**src/sv/bunch_event_fragment_matcher_assert.svh**
```systemverilog
// Assertion macros for the bunch event fragment matcher.
// Included by the modules that carry concurrent checks; no other dependencies.
`ifndef BUNCH_EVENT_FRAGMENT_MATCHER_ASSERT_SVH
`define BUNCH_EVENT_FRAGMENT_MATCHER_ASSERT_SVH

`ifndef SYNTHESIS
`define BEFM_ASSERT(lbl, clk, rst_n, prop, msg) \
    lbl: assert property (@(posedge clk) disable iff (!rst_n) prop) else $error(msg);
`define BEFM_ASSERT_ALWAYS(lbl, clk, prop, msg) \
    lbl: assert property (@(posedge clk) prop) else $error(msg);
`else
`define BEFM_ASSERT(lbl, clk, rst_n, prop, msg)
`define BEFM_ASSERT_ALWAYS(lbl, clk, prop, msg)
`endif

`endif

```
**src/sv/befm_pkg.sv**
```systemverilog
// Package for the bunch event fragment matcher: types, codes, constants
// and the receiver to chip map. No dependencies.
`timescale 1ns / 1ps

package befm_pkg;

    localparam int BUNCH_W = 9;
    localparam int CHIP_W  = 4;
    localparam int TRIG_W  = 32;
    localparam int CNT_W   = 5;
    localparam int RECV_W  = 4;
    localparam int ENA_W   = 4;
    localparam int CFG_IDX_W = 4;
    localparam int CFG_DAT_W = 32;

    localparam logic [BUNCH_W-1:0] FAIL_BUNCH = 9'd256;
    localparam logic [BUNCH_W-1:0] NONE_BUNCH = 9'd257;
    localparam logic [CNT_W-1:0]   CNT_MAX    = '1;
    localparam logic [TRIG_W-1:0]  TRIG_MAX   = '1;

    localparam logic [ENA_W-1:0]  ENABLED_RST = 4'd9;
    localparam logic [TRIG_W-1:0] TARGET_RST  = 32'd1000000000;

    localparam int MAP_DEPTH = 9;
    localparam logic [CHIP_W-1:0] RCV_TO_CHIP [MAP_DEPTH] =
        '{4'd8, 4'd7, 4'd6, 4'd0, 4'd5, 4'd1, 4'd4, 4'd2, 4'd3};

    typedef enum logic [1:0] {
        ST_OK       = 2'd0,
        ST_BAD_RECV = 2'd1,
        ST_FULL     = 2'd2
    } t_status;

    typedef enum logic [1:0] {
        RK_HITS  = 2'd0,
        RK_EMPTY = 2'd1,
        RK_ERROR = 2'd2
    } t_kind;

    typedef enum logic [CFG_IDX_W-1:0] {
        CFG_ENABLED = 4'd0,
        CFG_TARGET  = 4'd1
    } t_cfg_reg;

    typedef enum logic [1:0] {
        S_IDLE,
        S_READ,
        S_CALC
    } t_state;

    typedef struct packed {
        logic [CNT_W-1:0]  count;
        logic [TRIG_W-1:0] trigger;
    } t_pay;

    typedef struct packed {
        logic found;
        logic full;
    } t_srch;

    typedef struct packed {
        logic open;
        logic close;
        logic update;
    } t_slot_cmd;

    function automatic logic [CHIP_W-1:0] chip_of(input logic [RECV_W-1:0] idx);
        logic [CHIP_W-1:0] chip;
        if (idx < RECV_W'(MAP_DEPTH)) begin
            chip = RCV_TO_CHIP[idx];
        end else begin
            chip = idx;
        end
        return chip;
    endfunction

endpackage

```
**src/sv/befm_if.sv**
```systemverilog
// Channel interfaces: fragment input, result output, configuration writes.
// Depends on befm_pkg for field widths.
`timescale 1ns / 1ps

interface befm_in_if;
    logic                           valid;
    logic                           ready;
    logic [befm_pkg::RECV_W-1:0]    receiver;
    logic [7:0]                     bunch_value;
    logic                           decode_ok;
    logic                           has_hits;
    logic                           hits_consistent;

    modport source (output valid, receiver, bunch_value, decode_ok, has_hits,
                    hits_consistent, input ready);
    modport sink (input valid, receiver, bunch_value, decode_ok, has_hits,
                  hits_consistent, output ready);
endinterface

interface befm_out_if;
    logic                           valid;
    logic                           ready;
    logic [1:0]                     status;
    logic [befm_pkg::CHIP_W-1:0]    chip_id;
    logic [befm_pkg::TRIG_W-1:0]    trigger_number;
    logic [1:0]                     record_kind;
    logic [befm_pkg::BUNCH_W-1:0]   bunch_out;
    logic                           opened;
    logic                           closed;
    logic                           repeated;
    logic                           several_open;
    logic                           run_done;

    modport source (output valid, status, chip_id, trigger_number, record_kind,
                    bunch_out, opened, closed, repeated, several_open, run_done,
                    input ready);
    modport sink (input valid, status, chip_id, trigger_number, record_kind,
                  bunch_out, opened, closed, repeated, several_open, run_done,
                  output ready);
endinterface

interface befm_cfg_if;
    logic                           valid;
    logic                           ready;
    logic [befm_pkg::CFG_IDX_W-1:0] index;
    logic [befm_pkg::CFG_DAT_W-1:0] data;

    modport source (output valid, index, data, input ready);
    modport sink (input valid, index, data, output ready);
endinterface

```
**src/sv/befm_slot_table.sv**
```systemverilog
// Open bunch table: bunch tags and valid bits in flops for a parallel
// search, count and trigger per slot in a registered-read memory.
// Depends on befm_pkg and the assertion macro header.
`timescale 1ns / 1ps
`include "bunch_event_fragment_matcher_assert.svh"

module befm_slot_table #(
    parameter int OPEN_SLOTS = 8,
    parameter int SW = $clog2(OPEN_SLOTS),
    parameter int TW = $clog2(OPEN_SLOTS + 1)
) (
    input  logic                           i_clk,
    input  logic                           i_rst_n,
    input  logic [befm_pkg::BUNCH_W-1:0]   i_bunch,
    output befm_pkg::t_srch                o_srch,
    output logic [SW-1:0]                  o_slot,
    output logic [TW-1:0]                  o_total,
    input  logic [SW-1:0]                  i_rd_slot,
    output befm_pkg::t_pay                 o_rd,
    input  befm_pkg::t_slot_cmd            i_cmd,
    input  logic [SW-1:0]                  i_wr_slot,
    input  logic [befm_pkg::BUNCH_W-1:0]   i_wr_bunch,
    input  befm_pkg::t_pay                 i_wr_pay
);

    logic [befm_pkg::BUNCH_W-1:0] r_tag [OPEN_SLOTS];
    logic [OPEN_SLOTS-1:0]        r_vld;
    befm_pkg::t_pay               r_mem [OPEN_SLOTS];
    befm_pkg::t_pay               r_rd;
    logic [TW-1:0]                r_total;

    logic [OPEN_SLOTS-1:0]        w_hit;
    logic [SW-1:0]                w_hit_idx;
    logic [SW-1:0]                w_free_idx;

    always_comb begin
        for (int i = 0; i < OPEN_SLOTS; i++) begin
            w_hit[i] = r_vld[i] && (r_tag[i] == i_bunch);
        end
    end

    always_comb begin
        w_hit_idx  = '0;
        w_free_idx = '0;
        for (int i = OPEN_SLOTS - 1; i >= 0; i--) begin
            if (w_hit[i]) begin
                w_hit_idx = SW'(i);
            end
            if (!r_vld[i]) begin
                w_free_idx = SW'(i);
            end
        end
    end

    assign o_srch.found = |w_hit;
    assign o_srch.full  = &r_vld;
    assign o_slot       = o_srch.found ? w_hit_idx : w_free_idx;
    assign o_total      = r_total;
    assign o_rd         = r_rd;

    always_ff @(posedge i_clk) begin
        if (!i_rst_n) begin
            r_vld   <= '0;
            r_total <= '0;
        end else begin
            if (i_cmd.open) begin
                r_vld[i_wr_slot] <= 1'b1;
                r_total          <= r_total + TW'(1);
            end else if (i_cmd.close) begin
                r_vld[i_wr_slot] <= 1'b0;
                r_total          <= r_total - TW'(1);
            end
        end
    end

    always_ff @(posedge i_clk) begin
        if (i_cmd.open) begin
            r_tag[i_wr_slot] <= i_wr_bunch;
        end
    end

    always_ff @(posedge i_clk) begin
        if (i_cmd.open || i_cmd.update) begin
            r_mem[i_wr_slot] <= i_wr_pay;
        end
        r_rd <= r_mem[i_rd_slot];
    end

    `BEFM_ASSERT(a_total_tracks_vld, i_clk, i_rst_n, int'(r_total) == $countones(r_vld), "open count differs from valid slots")
    `BEFM_ASSERT(a_tag_unique, i_clk, i_rst_n, $onehot0(w_hit), "bunch matches more than one slot")
    `BEFM_ASSERT(a_open_free, i_clk, i_rst_n, i_cmd.open |-> !r_vld[i_wr_slot], "open into occupied slot")
    `BEFM_ASSERT(a_touch_valid, i_clk, i_rst_n, (i_cmd.close || i_cmd.update) |-> r_vld[i_wr_slot], "update of empty slot")

endmodule

```
**src/sv/befm_chip_hist.sv**
```systemverilog
// Last bunch seen per chip: registered-read memory with per-entry valid
// flops; an entry never written reads as the none marker. Depends on befm_pkg.
`timescale 1ns / 1ps

module befm_chip_hist #(
    parameter int CHIP_COUNT = 9,
    parameter int CW = (CHIP_COUNT > 1) ? $clog2(CHIP_COUNT) : 1
) (
    input  logic                           i_clk,
    input  logic                           i_rst_n,
    input  logic [CW-1:0]                  i_rd_idx,
    output logic [befm_pkg::BUNCH_W-1:0]   o_last,
    input  logic                           i_wr_en,
    input  logic [CW-1:0]                  i_wr_idx,
    input  logic [befm_pkg::BUNCH_W-1:0]   i_wr_bunch
);

    logic [befm_pkg::BUNCH_W-1:0] r_mem [CHIP_COUNT];
    logic [CHIP_COUNT-1:0]        r_vld;
    logic [befm_pkg::BUNCH_W-1:0] r_q;
    logic                         r_qv;

    always_ff @(posedge i_clk) begin
        if (!i_rst_n) begin
            r_vld <= '0;
            r_qv  <= 1'b0;
        end else begin
            if (i_wr_en) begin
                r_vld[i_wr_idx] <= 1'b1;
            end
            r_qv <= r_vld[i_rd_idx];
        end
    end

    always_ff @(posedge i_clk) begin
        if (i_wr_en) begin
            r_mem[i_wr_idx] <= i_wr_bunch;
        end
        r_q <= r_mem[i_rd_idx];
    end

    assign o_last = r_qv ? r_q : befm_pkg::NONE_BUNCH;

endmodule

```
**src/sv/bunch_event_fragment_matcher.sv**
```systemverilog
// A fragment passes search, memory read and update; a stalled result holds the update.
// A new fragment is taken only once the last one has been written back, since the
// slot memory and the per-chip history memory are read, modified and written.
// Reset (i_rst_n low, synchronous): valid bits of both tables and all counters clear
// at once, no clearing pass; enabled_count returns to 9, trigger_target to 1e9.
// Depends on befm_pkg, befm_if, befm_slot_table, befm_chip_hist, assertion macros.
`timescale 1ns / 1ps
`include "bunch_event_fragment_matcher_assert.svh"

module bunch_event_fragment_matcher #(
    parameter int OPEN_SLOTS = 8,
    parameter int CHIP_COUNT = 9
) (
    input  logic       i_clk,
    input  logic       i_rst_n,
    befm_in_if.sink    i_in,
    befm_out_if.source o_out,
    befm_cfg_if.sink   i_cfg
);

    localparam int SW = $clog2(OPEN_SLOTS);
    localparam int TW = $clog2(OPEN_SLOTS + 1);
    localparam int CW = (CHIP_COUNT > 1) ? $clog2(CHIP_COUNT) : 1;
    localparam int BW = befm_pkg::BUNCH_W;
    localparam int RW = befm_pkg::RECV_W;
    localparam int XW = befm_pkg::TRIG_W;

    befm_pkg::t_state r_state, n_state;

    logic [befm_pkg::ENA_W-1:0]   r_enabled;
    logic [XW-1:0]                r_target;
    logic [XW-1:0]                r_opened_cnt;
    logic [XW-1:0]                r_closed_cnt;

    logic                         r_recv_ok;
    logic [CW-1:0]                r_idx;
    logic [befm_pkg::CHIP_W-1:0]  r_chip;
    logic [BW-1:0]                r_bunch;
    befm_pkg::t_kind              r_kind;
    befm_pkg::t_srch              r_srch;
    logic [SW-1:0]                r_slot;

    logic                         r_out_valid;
    befm_pkg::t_status            r_o_status;
    logic [befm_pkg::CHIP_W-1:0]  r_o_chip;
    logic [XW-1:0]                r_o_trig;
    befm_pkg::t_kind              r_o_kind;
    logic [BW-1:0]                r_o_bunch;
    logic                         r_o_opened;
    logic                         r_o_closed;
    logic                         r_o_rep;
    logic                         r_o_several;
    logic                         r_o_done;

    logic                         w_in_ready;
    logic                         w_accept;
    logic                         w_commit;
    logic                         w_out_free;

    logic                         w_recv_ok;
    logic [RW-1:0]                w_idx;
    logic [BW-1:0]                w_bunch;
    befm_pkg::t_kind              w_kind;
    befm_pkg::t_srch              w_srch;
    logic [SW-1:0]                w_slot;
    logic [TW-1:0]                w_total;

    befm_pkg::t_pay               w_rd;
    logic [BW-1:0]                w_last;
    logic [befm_pkg::CNT_W-1:0]   w_cnt_inc;
    logic                         w_do_step;
    logic                         w_do_open;
    logic                         w_do_close;
    logic                         w_do_update;
    logic                         w_rep;
    befm_pkg::t_status            w_status;
    logic [XW-1:0]                w_trig;
    logic [TW-1:0]                n_total;
    logic [XW-1:0]                n_closed_cnt;
    befm_pkg::t_slot_cmd          w_cmd;
    befm_pkg::t_pay               w_wr_pay;

    // input side
    assign w_accept  = i_in.valid && w_in_ready;
    assign i_in.ready = w_in_ready;
    assign w_recv_ok = (i_in.receiver != '0) &&
                       ({1'b0, i_in.receiver} <= (RW + 1)'(CHIP_COUNT));
    assign w_idx     = i_in.receiver - RW'(1);
    assign w_bunch   = i_in.decode_ok ? {1'b0, i_in.bunch_value} : befm_pkg::FAIL_BUNCH;

    always_comb begin
        if (!i_in.decode_ok || (i_in.has_hits && !i_in.hits_consistent)) begin
            w_kind = befm_pkg::RK_ERROR;
        end else if (i_in.has_hits) begin
            w_kind = befm_pkg::RK_HITS;
        end else begin
            w_kind = befm_pkg::RK_EMPTY;
        end
    end

    befm_slot_table #(
        .OPEN_SLOTS (OPEN_SLOTS),
        .SW         (SW),
        .TW         (TW)
    ) u_slot_table (
        .i_clk      (i_clk),
        .i_rst_n    (i_rst_n),
        .i_bunch    (w_bunch),
        .o_srch     (w_srch),
        .o_slot     (w_slot),
        .o_total    (w_total),
        .i_rd_slot  (r_slot),
        .o_rd       (w_rd),
        .i_cmd      (w_cmd),
        .i_wr_slot  (r_slot),
        .i_wr_bunch (r_bunch),
        .i_wr_pay   (w_wr_pay)
    );

    befm_chip_hist #(
        .CHIP_COUNT (CHIP_COUNT),
        .CW         (CW)
    ) u_chip_hist (
        .i_clk      (i_clk),
        .i_rst_n    (i_rst_n),
        .i_rd_idx   (r_idx),
        .o_last     (w_last),
        .i_wr_en    (w_commit && w_do_step),
        .i_wr_idx   (r_idx),
        .i_wr_bunch (r_bunch)
    );

    always_ff @(posedge i_clk) begin
        if (!i_rst_n) begin
            r_recv_ok <= 1'b0;
            r_idx     <= '0;
        end else if (w_accept) begin
            r_recv_ok <= w_recv_ok;
            r_idx     <= w_recv_ok ? w_idx[CW-1:0] : '0;
        end
    end

    always_ff @(posedge i_clk) begin
        if (w_accept) begin
            r_chip  <= w_recv_ok ? befm_pkg::chip_of(w_idx) : '0;
            r_bunch <= w_recv_ok ? w_bunch : '0;
            r_kind  <= w_recv_ok ? w_kind : befm_pkg::RK_HITS;
            r_srch  <= w_srch;
            r_slot  <= w_slot;
        end
    end

    // sequencer
    always_comb begin
        n_state = r_state;
        unique case (r_state)
            befm_pkg::S_IDLE: begin
                if (w_accept) begin
                    n_state = befm_pkg::S_READ;
                end
            end
            befm_pkg::S_READ: begin
                n_state = befm_pkg::S_CALC;
            end
            befm_pkg::S_CALC: begin
                if (w_out_free) begin
                    n_state = befm_pkg::S_IDLE;
                end
            end
            default: begin
                n_state = befm_pkg::S_IDLE;
            end
        endcase
    end

    assign w_out_free = !r_out_valid || o_out.ready;

    always_comb begin
        w_in_ready = 1'b0;
        w_commit   = 1'b0;
        unique case (r_state)
            befm_pkg::S_IDLE: begin
                w_in_ready = 1'b1;
            end
            befm_pkg::S_READ: begin
            end
            befm_pkg::S_CALC: begin
                w_commit = w_out_free;
            end
            default: begin
            end
        endcase
    end

    always_ff @(posedge i_clk) begin
        if (!i_rst_n) begin
            r_state <= befm_pkg::S_IDLE;
        end else begin
            r_state <= n_state;
        end
    end

    // update
    assign w_cnt_inc   = (w_rd.count == befm_pkg::CNT_MAX) ? w_rd.count
                                                            : w_rd.count + befm_pkg::CNT_W'(1);
    assign w_do_step   = r_recv_ok && (r_srch.found || !r_srch.full);
    assign w_do_open   = w_do_step && !r_srch.found;
    assign w_do_close  = w_do_step && r_srch.found && (w_cnt_inc == {1'b0, r_enabled});
    assign w_do_update = w_do_step && r_srch.found && !w_do_close;
    assign w_rep       = r_recv_ok && (w_last == r_bunch);

    assign w_cmd.open   = w_commit && w_do_open;
    assign w_cmd.close  = w_commit && w_do_close;
    assign w_cmd.update = w_commit && w_do_update;

    assign w_wr_pay.count   = w_do_open ? befm_pkg::CNT_W'(1) : w_cnt_inc;
    assign w_wr_pay.trigger = w_do_open ? r_opened_cnt : w_rd.trigger;

    always_comb begin
        priority if (!r_recv_ok) begin
            w_status = befm_pkg::ST_BAD_RECV;
        end else if (!w_do_step) begin
            w_status = befm_pkg::ST_FULL;
        end else begin
            w_status = befm_pkg::ST_OK;
        end
    end

    always_comb begin
        priority if (!w_do_step) begin
            w_trig = '0;
        end else if (r_srch.found) begin
            w_trig = w_rd.trigger;
        end else begin
            w_trig = r_opened_cnt;
        end
    end

    always_comb begin
        priority if (w_do_open) begin
            n_total = w_total + TW'(1);
        end else if (w_do_close) begin
            n_total = w_total - TW'(1);
        end else begin
            n_total = w_total;
        end
    end

    assign n_closed_cnt = (w_do_close && (r_closed_cnt != befm_pkg::TRIG_MAX))
                          ? r_closed_cnt + XW'(1) : r_closed_cnt;

    always_ff @(posedge i_clk) begin
        if (!i_rst_n) begin
            r_opened_cnt <= '0;
            r_closed_cnt <= '0;
        end else if (w_commit) begin
            if (w_do_open) begin
                r_opened_cnt <= r_opened_cnt + XW'(1);
            end
            r_closed_cnt <= n_closed_cnt;
        end
    end

    // configuration
    assign i_cfg.ready = 1'b1;

    always_ff @(posedge i_clk) begin
        if (!i_rst_n) begin
            r_enabled <= befm_pkg::ENABLED_RST;
            r_target  <= befm_pkg::TARGET_RST;
        end else if (i_cfg.valid) begin
            unique case (i_cfg.index)
                befm_pkg::CFG_ENABLED: r_enabled <= i_cfg.data[befm_pkg::ENA_W-1:0];
                befm_pkg::CFG_TARGET:  r_target  <= i_cfg.data[XW-1:0];
                default: begin
                end
            endcase
        end
    end

    // result register
    always_ff @(posedge i_clk) begin
        if (!i_rst_n) begin
            r_out_valid <= 1'b0;
        end else if (w_commit) begin
            r_out_valid <= 1'b1;
        end else if (o_out.ready) begin
            r_out_valid <= 1'b0;
        end
    end

    always_ff @(posedge i_clk) begin
        if (w_commit) begin
            r_o_status  <= w_status;
            r_o_chip    <= r_chip;
            r_o_trig    <= w_trig;
            r_o_kind    <= r_kind;
            r_o_bunch   <= r_bunch;
            r_o_opened  <= w_do_open;
            r_o_closed  <= w_do_close;
            r_o_rep     <= w_rep;
            r_o_several <= n_total > TW'(1);
            r_o_done    <= n_closed_cnt >= r_target;
        end
    end

    assign o_out.valid          = r_out_valid;
    assign o_out.status         = r_o_status;
    assign o_out.chip_id        = r_o_chip;
    assign o_out.trigger_number = r_o_trig;
    assign o_out.record_kind    = r_o_kind;
    assign o_out.bunch_out      = r_o_bunch;
    assign o_out.opened         = r_o_opened;
    assign o_out.closed         = r_o_closed;
    assign o_out.repeated       = r_o_rep;
    assign o_out.several_open   = r_o_several;
    assign o_out.run_done       = r_o_done;

    `BEFM_ASSERT(a_closed_monotonic, i_clk, i_rst_n, 1'b1 |=> r_closed_cnt >= $past(r_closed_cnt), "closed count went down")
    `BEFM_ASSERT(a_open_is_ok, i_clk, i_rst_n, (r_out_valid && r_o_opened) |-> (r_o_status == befm_pkg::ST_OK) && !r_o_closed, "open with bad status or close")
    `BEFM_ASSERT(a_accept_to_calc, i_clk, i_rst_n, w_accept |=> ##1 (r_state == befm_pkg::S_CALC), "update not reached two cycles after transfer")
    `BEFM_ASSERT(a_step_needs_recv, i_clk, i_rst_n, w_do_step |-> r_recv_ok, "table step for bad receiver")

endmodule

```
**src/flat_wrapper.sv**
```systemverilog
// flat-port wrapper written by rule: the top's interface ports become plain ports
module bunch_event_fragment_matcher_flat 
#(
    parameter int OPEN_SLOTS = 8,
    parameter int CHIP_COUNT = 9
)
  (i_clk, i_rst_n, i_in_valid, i_in_receiver, i_in_bunch_value, i_in_decode_ok, i_in_has_hits, i_in_hits_consistent, i_in_ready, o_out_valid, o_out_status, o_out_chip_id, o_out_trigger_number, o_out_record_kind, o_out_bunch_out, o_out_opened, o_out_closed, o_out_repeated, o_out_several_open, o_out_run_done, o_out_ready, i_cfg_valid, i_cfg_index, i_cfg_data, i_cfg_ready);
  befm_in_if i_in_i ();
  befm_out_if o_out_i ();
  befm_cfg_if i_cfg_i ();
  input  logic i_clk;
  input  logic i_rst_n;
  input wire logic [$bits(i_in_i.valid)-1:0] i_in_valid;
  input wire logic [$bits(i_in_i.receiver)-1:0] i_in_receiver;
  input wire logic [$bits(i_in_i.bunch_value)-1:0] i_in_bunch_value;
  input wire logic [$bits(i_in_i.decode_ok)-1:0] i_in_decode_ok;
  input wire logic [$bits(i_in_i.has_hits)-1:0] i_in_has_hits;
  input wire logic [$bits(i_in_i.hits_consistent)-1:0] i_in_hits_consistent;
  output wire logic [$bits(i_in_i.ready)-1:0] i_in_ready;
  output wire logic [$bits(o_out_i.valid)-1:0] o_out_valid;
  output wire logic [$bits(o_out_i.status)-1:0] o_out_status;
  output wire logic [$bits(o_out_i.chip_id)-1:0] o_out_chip_id;
  output wire logic [$bits(o_out_i.trigger_number)-1:0] o_out_trigger_number;
  output wire logic [$bits(o_out_i.record_kind)-1:0] o_out_record_kind;
  output wire logic [$bits(o_out_i.bunch_out)-1:0] o_out_bunch_out;
  output wire logic [$bits(o_out_i.opened)-1:0] o_out_opened;
  output wire logic [$bits(o_out_i.closed)-1:0] o_out_closed;
  output wire logic [$bits(o_out_i.repeated)-1:0] o_out_repeated;
  output wire logic [$bits(o_out_i.several_open)-1:0] o_out_several_open;
  output wire logic [$bits(o_out_i.run_done)-1:0] o_out_run_done;
  input wire logic [$bits(o_out_i.ready)-1:0] o_out_ready;
  input wire logic [$bits(i_cfg_i.valid)-1:0] i_cfg_valid;
  input wire logic [$bits(i_cfg_i.index)-1:0] i_cfg_index;
  input wire logic [$bits(i_cfg_i.data)-1:0] i_cfg_data;
  output wire logic [$bits(i_cfg_i.ready)-1:0] i_cfg_ready;
  assign i_in_i.valid = i_in_valid;
  assign i_in_i.receiver = i_in_receiver;
  assign i_in_i.bunch_value = i_in_bunch_value;
  assign i_in_i.decode_ok = i_in_decode_ok;
  assign i_in_i.has_hits = i_in_has_hits;
  assign i_in_i.hits_consistent = i_in_hits_consistent;
  assign i_in_ready = i_in_i.ready;
  assign o_out_valid = o_out_i.valid;
  assign o_out_status = o_out_i.status;
  assign o_out_chip_id = o_out_i.chip_id;
  assign o_out_trigger_number = o_out_i.trigger_number;
  assign o_out_record_kind = o_out_i.record_kind;
  assign o_out_bunch_out = o_out_i.bunch_out;
  assign o_out_opened = o_out_i.opened;
  assign o_out_closed = o_out_i.closed;
  assign o_out_repeated = o_out_i.repeated;
  assign o_out_several_open = o_out_i.several_open;
  assign o_out_run_done = o_out_i.run_done;
  assign o_out_i.ready = o_out_ready;
  assign i_cfg_i.valid = i_cfg_valid;
  assign i_cfg_i.index = i_cfg_index;
  assign i_cfg_i.data = i_cfg_data;
  assign i_cfg_ready = i_cfg_i.ready;
  bunch_event_fragment_matcher #(.OPEN_SLOTS(OPEN_SLOTS), .CHIP_COUNT(CHIP_COUNT)) u_core (.i_clk(i_clk), .i_rst_n(i_rst_n), .i_in(i_in_i), .o_out(o_out_i), .i_cfg(i_cfg_i));
endmodule
```
**config.mk**
```make
export PLATFORM = sky130hd
export DESIGN_NAME = bunch_event_fragment_matcher_flat
export DESIGN_NICKNAME = d
export VERILOG_FILES = /design/src/sv/befm_pkg.sv /design/src/sv/befm_if.sv /design/src/sv/befm_slot_table.sv /design/src/sv/befm_chip_hist.sv /design/src/sv/bunch_event_fragment_matcher.sv /design/src/flat_wrapper.sv
export VERILOG_INCLUDE_DIRS = /design/src /design/src/sv
export SDC_FILE = /design/constraint.sdc
export NUM_CORES = 1
export LEC_CHECK = 0
export BUFFER_PORTS_ARGS = -buffer_cell sky130_fd_sc_hd__buf_2
export CORE_MARGIN = 2
export CORE_UTILIZATION = 46
export DETAILED_ROUTE_END_ITERATION = 8
export PLACE_DENSITY = 0.65
export SETUP_SLACK_MARGIN = 0.05
export SYNTH_ARGS = -nofsm -noshare
export SYNTH_HDL_FRONTEND = slang
export SYNTH_HIERARCHICAL = 1
export SYNTH_SLANG_ARGS = --single-unit
```
**constraint.sdc**
```tcl
create_clock -name i_clk -period 8.7 [get_ports i_clk]
set_clock_uncertainty 0.05 [all_clocks]
set_input_delay 0.87 -clock i_clk [delete_from_list [all_inputs] [get_ports i_clk]]
set_output_delay 0.87 -clock i_clk [all_outputs]
set_load 0.05 [all_outputs]
```
==> results.toml, run 1 <==
[drt]
detail_route.iter0.violations = 1253
wire_per_inst_um = 20.4
vias_per_cell = 5.53
vias = 17300
postRouteAntennaNets = 0
wirelength_mm = 63.9
drc = 0
drtPass1Iterations = 5

[critical_path]
critical_path_arrival_ns = 4.90
crit_slowest_cell = "buf_4"
r2r_cells = 16
cp-start-kind = "flop"
cpPeakStageDelay_ns = 0.53
critPathMaxFanout = 76
crit_family = "buffers and inverters"
path_class = "flop to flop"
crit_required_ns = 9.06
crit_path_cell_trace = "ha_1, nand4_1, mux2i_1, xor2_1, nand4_1, buf_4, inv_1, and3_1, xor2_1, ha_1, o21ai_0, a21oi_1, nor3_1, o21ai_0, a31oi_1, o41ai_1"
cp.depth = 16
cp_num_buf_inv = 2
end_kind = "flop"

[sta]
slew-limit-headroom = 0.212
fmax_mhz = 220
hold_viol_final = 0
finalSetupViolCount = 0
slew_viol_final = 0
tightest_slew_ns = 1.17
fin_crit_ns = 4.54
rsz0062_at_grt = "no"
min_period_over_period = 0.522
fin_setup_tns_ns = 0

[clock_network]
post_cts_buffers = 0
cts_hold_buf = 0
clock_tree.root_cell = "clkbuf_16"
cts_tree = "done"
clk_latency_ns = 0.61
cts.reportedPaths.clkPinSlew_ns = 0.06
cts_buffer_depth = 3
h-tree-depth = 3
clkSinkCount = 699
numCtsBuffers = 74
cts_resized = 0

[placed_design]
gp_congestion = 0.830
dpl.hpwl_mm = 37.9
numPortBuffers = 111
dp_cells = 2993

[die]
die_w_um = 257
io_pins = 113
rows = 92
start_util = 0.465
dieHeight_um = 257
core_area_um2 = 63100
die-area_um2 = 65900

[grt]
grt_pass1_wl_mm = 99.2
grt_util_all_layers = 0.193
grt_max_degree = 80
overflow = 0
antenna_found_initial = 0
grt_pass1_vias = 17300

[finish]
nFillCells = 5326
fin_nets = 2322
area_growth_pct = 13.0
drive_above_1_share = 0.180
layout_commonest_cell = "edfxtp_1"
instances_no_fill = 3131
antennaDiodeCount = 0
utilization = 0.526
final_cell_mix = "523 x edfxtp_1, 227 x nand2_1, 175 x dfxtp_1"

[synth]
synth-seq-area-share = 0.655
synth.ff_latch_count = 699
syn_area_um2 = 29400
syn_inst = 2116
yosysUniqueCellTypes = 72
synth.avg_cell_area_um2 = 13.9
yosysWarnings = 6
synth_edf_count = 523
syn-num-nets = 2215
ys_async_sr_fraction = 0
synth_ff_type = "edfxtp_1"

[power_and_ir_drop]
clock_power_share = 0.444
power.share.switching = 0.214
p_per_area_nw_per_um2 = 217
irDropWorstVdd_uv = 190
seqPwrFrac = 0.511
pwr-share-comb = 0.045
p_int_mw = 5.68
switchingPower_mw = 1.54
p_leak_nw = 11.2

[status]
outcome = "completed"

[job]
cap_viol_max_count = 0

[min_path]
hold_class = "flop to flop"
min_path_cells = 0
area by class of cell:
type,instances,area [µm²],share of cell area
Multi-Input combinational cell,1247,9410,0.284
Tap cell,846,1060,0.0319
Sequential cell,699,19200,0.579
Inverter,64,241,0.00727
Timing Repair Buffer,137,751,0.0226
Clock inverter,36,443,0.0133
Clock buffer,102,2060,0.0620
per-layer routing:
metal  share of wire  GRT usage  wire, µm
met1            0.44      0.261     28000
met2            0.49      0.323     31100
met3           0.052     0.0294      3330
met4           0.023     0.0580      1480
met5               0          0         0
cell usage after synthesis, types with 3 or more instances:
master      n  area share
edfxtp_1  523        0.53
inv_1      61      0.0078
a31oi_1     7      0.0015
a21boi_0    9      0.0023
nand4_1    55       0.012
and3_1     20      0.0043
nor2_1    125       0.016
ha_1       42       0.018
and3b_1     3     0.00089
nor3b_1     3     0.00077
buf_4       7      0.0018
buf_1      13      0.0017
nor3_1     39      0.0066
a211oi_1    4      0.0010
nand2b_1   18      0.0038
clkbuf_1   63      0.0081
o21a_1     20      0.0051
o22ai_1    11      0.0023
a22o_1      9      0.0027
o31ai_1    13      0.0033
xnor2_1   108       0.032
or4_1       3     0.00077
a21oi_1    73       0.012
mux4_2     75       0.058
buf_6      15      0.0058
or3_1      27      0.0058
and2_1     20      0.0043
nor4_1     16      0.0034
o211ai_1   14      0.0036
xor2_1     41       0.012
o21ai_0    44      0.0075
mux2i_1    63       0.021
nand2_1   227       0.029
o41ai_1     3     0.00089
dfxtp_1   176        0.12
mux2_2     56       0.021
nor2b_1    13      0.0028
buf_2       5     0.00085
and4_1     11      0.0033
nand3_1    42      0.0072
o31a_1      3     0.00089
worst paths after layout:
check,start,end,slack [ns]
worst max register to register,u_core/u_slot_table/o_rd[32]$_DFF_P_,u_core/o_out.run_done$_DFFE_PP_,4.16
worst min register to register,u_core/r_kind[1]$_SDFFCE_PN0P_,u_core/o_out.record_kind[1]$_DFFE_PP_,0.37
worst min-delay path,u_core/r_kind[1]$_SDFFCE_PN0P_,u_core/o_out.record_kind[1]$_DFFE_PP_,0.37
worst max-delay path,u_core/u_slot_table/o_rd[32]$_DFF_P_,u_core/o_out.run_done$_DFFE_PP_,4.16
metrics by stage:
step	cell area, µm²	hold WS (ns)	worst slack, ns	total power, mW
after detailed placement	30700	0.355	4.18	4.09
final	33200	0.372	4.16	7.22
after global placement	30700	0.352	4.30	4.07
after global routing	33200	0.392	3.72	7.44
after floorplan	29400	0.350	4.65	3.98
after CTS	33200	0.373	4.12	7.29
sequential cells by signal (all words and copies together) (netlist names), 32 cells and up, named ones only:
name,count
u_core/r_opened_cnt,32
u_core/u_slot_table/r_tag,72
u_core/o_out.trigger_number,32
u_core/u_chip_hist/r_mem,81
u_core/r_target,32
u_core/u_slot_table/o_rd,37
u_core/r_closed_cnt,32
u_core/u_slot_table/r_mem,296
power groups by stage:
| stage | Clock [mW] | Sequential [mW] | Combinational [mW] |
|---|---|---|---|
| after floorplan | 0 | 3.76 | 0.220 |
| after global placement | 0 | 3.76 | 0.319 |
| after detailed placement | 0 | 3.76 | 0.328 |
| after CTS | 3.28 | 3.69 | 0.330 |
| after global routing | 3.40 | 3.69 | 0.356 |
| final | 3.21 | 3.69 | 0.326 |
logic make-up (layout without fill, tap and decap cells):
| logic type | after synthesis | in the layout | synth area share |
|---|---|---|---|
| XOR/XNOR | 150 | 150 | 0.0450 |
| AND/OR/NAND/NOR | 633 | 633 | 0.104 |
| multiplexers | 194 | 194 | 0.100 |
| adder cells (fa/ha/maj) | 43 | 43 | 0.0186 |
| flip-flops | 699 | 699 | 0.655 |
| other | 1 | 1 | 0.000128 |
| AO/OA/AOI/OAI | 226 | 226 | 0.0487 |
| buffers and inverters | 170 | 339 | 0.0278 |
No activity file was read; power rests on OpenSTA's default activity.
==> run 2, diff against run 1 <==
Settings changed: ABC_AREA from default to 1.
Clock period 8.7 ns to 4.3 ns, I/O delays scaled along.
==> results.toml, run 2 <==
[status]
outcome = "completed"

[die]
rows = 95
start_util = 0.462
dieHeight_um = 263
io_pins = 113
die-area_um2 = 69300
die_w_um = 263
core_area_um2 = 66900

[power_and_ir_drop]
p_total_mw = 15.0
irDropWorstVdd_uv = 244
p_per_area_nw_per_um2 = 429
p_leak_nw = 13.3

[drt]
detail_route.iter0.violations = 1928
drc = 0
postRouteAntennaNets = 0
vias_per_cell = 5.27
wire_per_inst_um = 17.9
vias = 21900
wirelength_mm = 74.4
drtPass1Iterations = 6

[synth]
yosysWarnings = 6
synth_most_common_cell = "edfxtp_1"
synth.avg_cell_area_um2 = 9.95
syn_inst = 3108
syn-num-nets = 3207
synth.ff_latch_count = 699
yosysUniqueCellTypes = 55
ys_async_sr_fraction = 0
synth_top_area_share = 0.508
synth_area_leader_cell = "edfxtp_1"
syn_area_um2 = 30900
synth_edf_count = 523
synth_ff_type = "edfxtp_1"
synth-seq-area-share = 0.622
synth_commonest_cells = "523 x edfxtp_1, 466 x nand2_1, 434 x nor2_1, 346 x inv_1, 312 x o21ai_0"
synth_area_leaders = "edfxtp_1 51%, dfxtp_1 11%, nand2_1 5.7%"

[critical_path]
r2r_slack_ns = 0.72
timing.rr.end = "u_core/o_out.run_done$_DFFE_PP_"
cp-start-kind = "flop"
crit_required_ns = 4.73
critical_path_arrival_ns = 4.01
path_class = "flop to flop"
end_kind = "flop"
reg2reg_from = "u_core/u_slot_table/o_rd[32]$_DFF_P_"
critPathMaxFanout = 18
r2r_cells = 22

[sta]
slew_viol_final = 0
finalSetupViolCount = 0
slew-limit-headroom = 0.261
min_period_over_period = 0.833
fin_crit_ns = 3.58
hold_viol_final = 0
fmax_mhz = 279
fin_setup_tns_ns = 0
hold_slack_ns = 0.0368
rsz0062_at_grt = "no"
tightest_slew_ns = 1.10

[grt]
grt_pass1_wl_mm = 116
grt_pass1_vias = 20500
grt_util_all_layers = 0.213
antenna_found_initial = 1
grt_max_degree = 87
overflow = 0

[job]
cap_viol_max_count = 0

[finish]
reg.largest.list = "u_core/u_slot_table/r_mem: 296 flops, u_core/u_chip_hist/r_mem: 81 flops, u_core/u_slot_table/r_tag: 72 flops"
nFillCells = 5900
instances_no_fill = 4150
fin_nets = 3317
utilization = 0.521
drive_above_1_share = 0.127
layout_commonest_cell = "edfxtp_1"
largest_reg_flops = 296
antennaDiodeCount = 0
largest_register = "u_core/u_slot_table/r_mem"
final_cell_mix = "523 x edfxtp_1, 466 x nand2_1, 425 x nor2_1"
area_growth_pct = 12.7

[clock_network]
clkSinkCount = 699
cts_buffer_depth = 3
cts_hold_buf = 12
cts_resized = 0
h-tree-depth = 3
cts.reportedPaths.clkPinSlew_ns = 0.06
clock_tree.root_cell = "clkbuf_16"
post_cts_buffers = 0
cts_tree = "done"
numCtsBuffers = 72
clk_latency_ns = 0.62

[min_path]
hp-start = "i_cfg_data[0]"
hold_class = "primary input to flop"
min_path_cells = 3
min_to = "u_core/r_enabled[0]$_SDFFE_PN1P_"

[placed_design]
dp_cells = 4005
gp_congestion = 0.875
numPortBuffers = 111
dpl.hpwl_mm = 45.7
-- run 2: power by group --
group	leakage, nW	internal (mW)	switching, mW
logic	5.97	0.308	0.820
clock network	1.17	3.67	2.61
registers	6.18	7.47	0.0872
total	13.3	11.4	3.52
-- run 2: logic make-up after synthesis --
kind of cell	count (synthesis)	synth area share
compound gates	555	0.0988
buf+inv	499	0.0656
other cells	1	0.000121
xor+xnor	75	0.0212
flops	699	0.622
fa+ha+maj	43	0.0176
simple gates	1236	0.175
-- run 2: per-stage QoR --
stage	instance area [µm²]	setup WS [ns]
5_1_grt	34900	0.381
6_report	34900	0.718
3_3_place_gp	32400	0.833
3_5_place_dp	32400	0.717
4_1_cts	34900	0.707
2_1_floorplan	30900	0.600
-- run 2: worst max path at each step --
stage,slack (ns),from,cells past startpoint,end
after floorplan,0.60,u_core/o_out.valid$_SDFFE_PN0P_,8,u_core/u_slot_table/r_mem[1][0]$_DFFE_PP_
after global placement,0.83,u_core/u_slot_table/o_rd[32]$_DFF_P_,22,u_core/o_out.run_done$_DFFE_PP_
after detailed placement,0.72,u_core/u_slot_table/o_rd[32]$_DFF_P_,22,u_core/o_out.run_done$_DFFE_PP_
after CTS,0.71,u_core/u_slot_table/o_rd[32]$_DFF_P_,22,u_core/o_out.run_done$_DFFE_PP_
after global routing,0.38,u_core/u_slot_table/o_rd[32]$_DFF_P_,22,u_core/o_out.run_done$_DFFE_PP_
final,0.72,u_core/u_slot_table/o_rd[32]$_DFF_P_,22,u_core/o_out.run_done$_DFFE_PP_
-- run 2: area by class of cell --
class,instances,area (µm²),area share
timing repair buffer,169,1050,0.0300
clock inverter,32,369,0.0106
clock buffer,101,2010,0.0577
sequential,699,19200,0.551
inverter,366,1380,0.0395
multi-input combinational,1910,9740,0.279
tap,873,1090,0.0313
-- run 2: per-layer routing --
layer	up-vias	routed length (µm)	track usage
met5	-	13	0
met4	2	1190	0.0542
met3	89	4680	0.0332
met2	646	35000	0.347
met1	10500	33600	0.298
li1	10700	-	-
-- run 2: critical path: stages (launching register included) --
cell     delay, ns
dfxtp_1       0.40
ha_1          0.28
nand4_4       0.17
nand2_1       0.14
nand2_1       0.09
nand2_2       0.08
nand2_4       0.06
nor2_8        0.14
nand3_4       0.10
inv_2         0.25
buf_4         0.31
nand3_1       0.12
nand2_2       0.10
inv_1         0.04
ha_1          0.28
inv_1         0.05
nor3_1        0.31
nand2_1       0.10
nand2_1       0.10
nand2_1       0.06
nand4_1       0.08
nand2_1       0.06
nand3_1       0.06
==> run 3, diff against run 2 <==
Settings changed: ABC_AREA 1 to 0.
Clock period 4.3 ns to 3.55 ns, I/O delays scaled along.
==> results.toml, run 3 (synthesis gave the netlist of run 1 again) <==
[placed_design]
numPortBuffers = 111
dpl.hpwl_mm = 38.7
placed_cell_area_um2 = 31500
post-place-ws_ns = -0.175
gp_congestion = 0.846

[sta]
slew_viol_final = 0
layout_setup_ws_ns = -0.0270
fmax_mhz = 280
hold_viol_final = 0
rsz0062_at_grt = "yes"
hold_slack_ns = 0.0558
min_period_over_period = 1.01
fin_setup_tns_ns = -0.0270
tightest_slew_ns = 1.08
finalSetupViolCount = 1
fin_crit_ns = 3.58
slew-limit-headroom = 0.277

[critical_path]
end_kind = "flop"
path_class = "flop to flop"
cp_num_buf_inv = 1
cp-start-kind = "flop"
crit_path_cell_trace = "ha_4, nand3_2, or4_4, or4b_4, buf_12, and3_1, xor2_1, ha_1, nand4_1, nor4_2, a31oi_1, o41ai_1"
crit_slowest_cell = "or4b_4"
critPathMaxFanout = 7
r2r_slack_ns = -0.03
crit_required_ns = 3.90
critical_path_arrival_ns = 3.92
cpPeakStageDelay_ns = 0.59
crit_family = "simple AND/OR/NAND/NOR gates"

[clock_network]
cts.reportedPaths.clkPinSlew_ns = 0.06
clock_tree.root_cell = "clkbuf_16"
cts_tree = "done"
clk_latency_ns = 0.60
h-tree-depth = 3
cts_buffer_depth = 3
clkSinkCount = 699
numCtsBuffers = 73

[grt]
grt_pass1_wl_mm = 101
grt_util_all_layers = 0.197
grt_pass1_vias = 18100
grt_max_degree = 84
antenna_found_initial = 0
overflow = 0

[power_and_ir_drop]
irDropWorstVdd_uv = 376
clock_power_share = 0.430
switchingPower_mw = 3.70
pwr-share-comb = 0.051
p_per_area_nw_per_um2 = 506
power.share.switching = 0.213
seqPwrFrac = 0.519
p_int_mw = 13.7
p_leak_nw = 11.8

[finish]
largest_reg_flops = 296
final_cell_mix = "523 x edfxtp_1, 226 x nand2_1, 171 x dfxtp_1"
nFillCells = 5238
utilization = 0.544
largest_register = "u_core/u_slot_table/r_mem"
regArea_um2 = 19200
area_growth_pct = 16.8
layout_commonest_cell = "edfxtp_1"
postLayoutCellArea_um2 = 34300
reg.largest.list = "u_core/u_slot_table/r_mem: 296 flops, u_core/u_chip_hist/r_mem: 81 flops, u_core/u_slot_table/r_tag: 72 flops"
fin_nets = 2442
multi_input_comb_area_um2 = 9500
antennaDiodeCount = 0
drive_above_1_share = 0.212

[drt]
drtPass1Iterations = 5
wirelength_mm = 65.3
vias_per_cell = 5.50
postRouteAntennaNets = 0
wire_per_inst_um = 20.1
drc = 0
vias = 17900
detail_route.iter0.violations = 1319

[die]
dieHeight_um = 257
core_area_um2 = 63100
start_util = 0.465
io_pins = 113
die-area_um2 = 65900
die_w_um = 257
rows = 92

[job]
cap_viol_max_count = 0

[status]
violations = "setup timing"
outcome = "complete, but fails checks"

[min_path]
hold_class = "primary input to flop"
==> run 3: final timing paths <==
path              cells past startpoint                               endpoint                                start
setup / recovery                     12        u_core/o_out.run_done$_DFFE_PP_  u_core/r_closed_cnt[1]$_SDFFE_PN0P_
hold / removal                        2         u_core/r_chip[2]$_SDFFCE_PN0P_                     i_in_receiver[3]
setup reg to reg                     12        u_core/o_out.run_done$_DFFE_PP_  u_core/r_closed_cnt[1]$_SDFFE_PN0P_
hold reg to reg                       0  u_core/o_out.record_kind[0]$_DFFE_PP_       u_core/r_kind[0]$_SDFFCE_PP0P_
==> run 3: worst register-to-register path: cells and delay by family (launching register included) <==
family                     cells  cell delay [ns]
DFF                            1             0.35
xor gates and xnor gates       1             0.15
adders and majority gates      2             0.47
AOI/OAI and AO/OA              2             0.43
buffers and inverters          1             0.16
and+or+nand+nor                6             1.78
==> run 3: area by class of cell <==
| class | count | area share |
|---|---|---|
| Clock buffer | 106 | 0.0605 |
| Clock inverter | 28 | 0.00832 |
| Inverter | 64 | 0.00711 |
| Multi-Input combinational cell | 1247 | 0.277 |
| Sequential cell | 699 | 0.561 |
| Tap cell | 846 | 0.0309 |
| Timing Repair Buffer | 258 | 0.0556 |
==> run 3: repair_timing <==
item,in CTS,in global routing
gates resized for setup,14,18
hold buffers,33,0
pin swaps,11,6
endpoints found under the hold margin,37,0
gates cloned,0,0
endpoints found under the setup margin,1,1
setup buffers,5,1
==> run 3: metrics by stage <==
stage | power [mW] | cells
floorplan | 9.76 | 2116
global placement | 10.0 | 3075
detailed placement | 10.0 | 3075
CTS | 17.5 | 3247
global route | 18.0 | 3248
finish | 17.4 | 3248
==> run 3: power by group through the flow <==
| stage | sequential [mW] | clock (mW) | combinational [mW] |
|---|---|---|---|
| global route | 9.01 | 7.97 | 0.972 |
| detailed placement | 9.17 | 0 | 0.858 |
| CTS | 9.00 | 7.65 | 0.893 |
| global placement | 9.17 | 0 | 0.830 |
| finish | 9.00 | 7.46 | 0.891 |
| floorplan | 9.22 | 0 | 0.539 |
==> run 3: layer usage <==
layer  global-route usage  share of wire  vias to the layer above
li1                     -              -                     8304
met1                0.260           0.43                     8964
met2                0.335           0.49                      494
met3               0.0333          0.050                      111
met4               0.0572          0.023                        0
met5                    0              0                        -
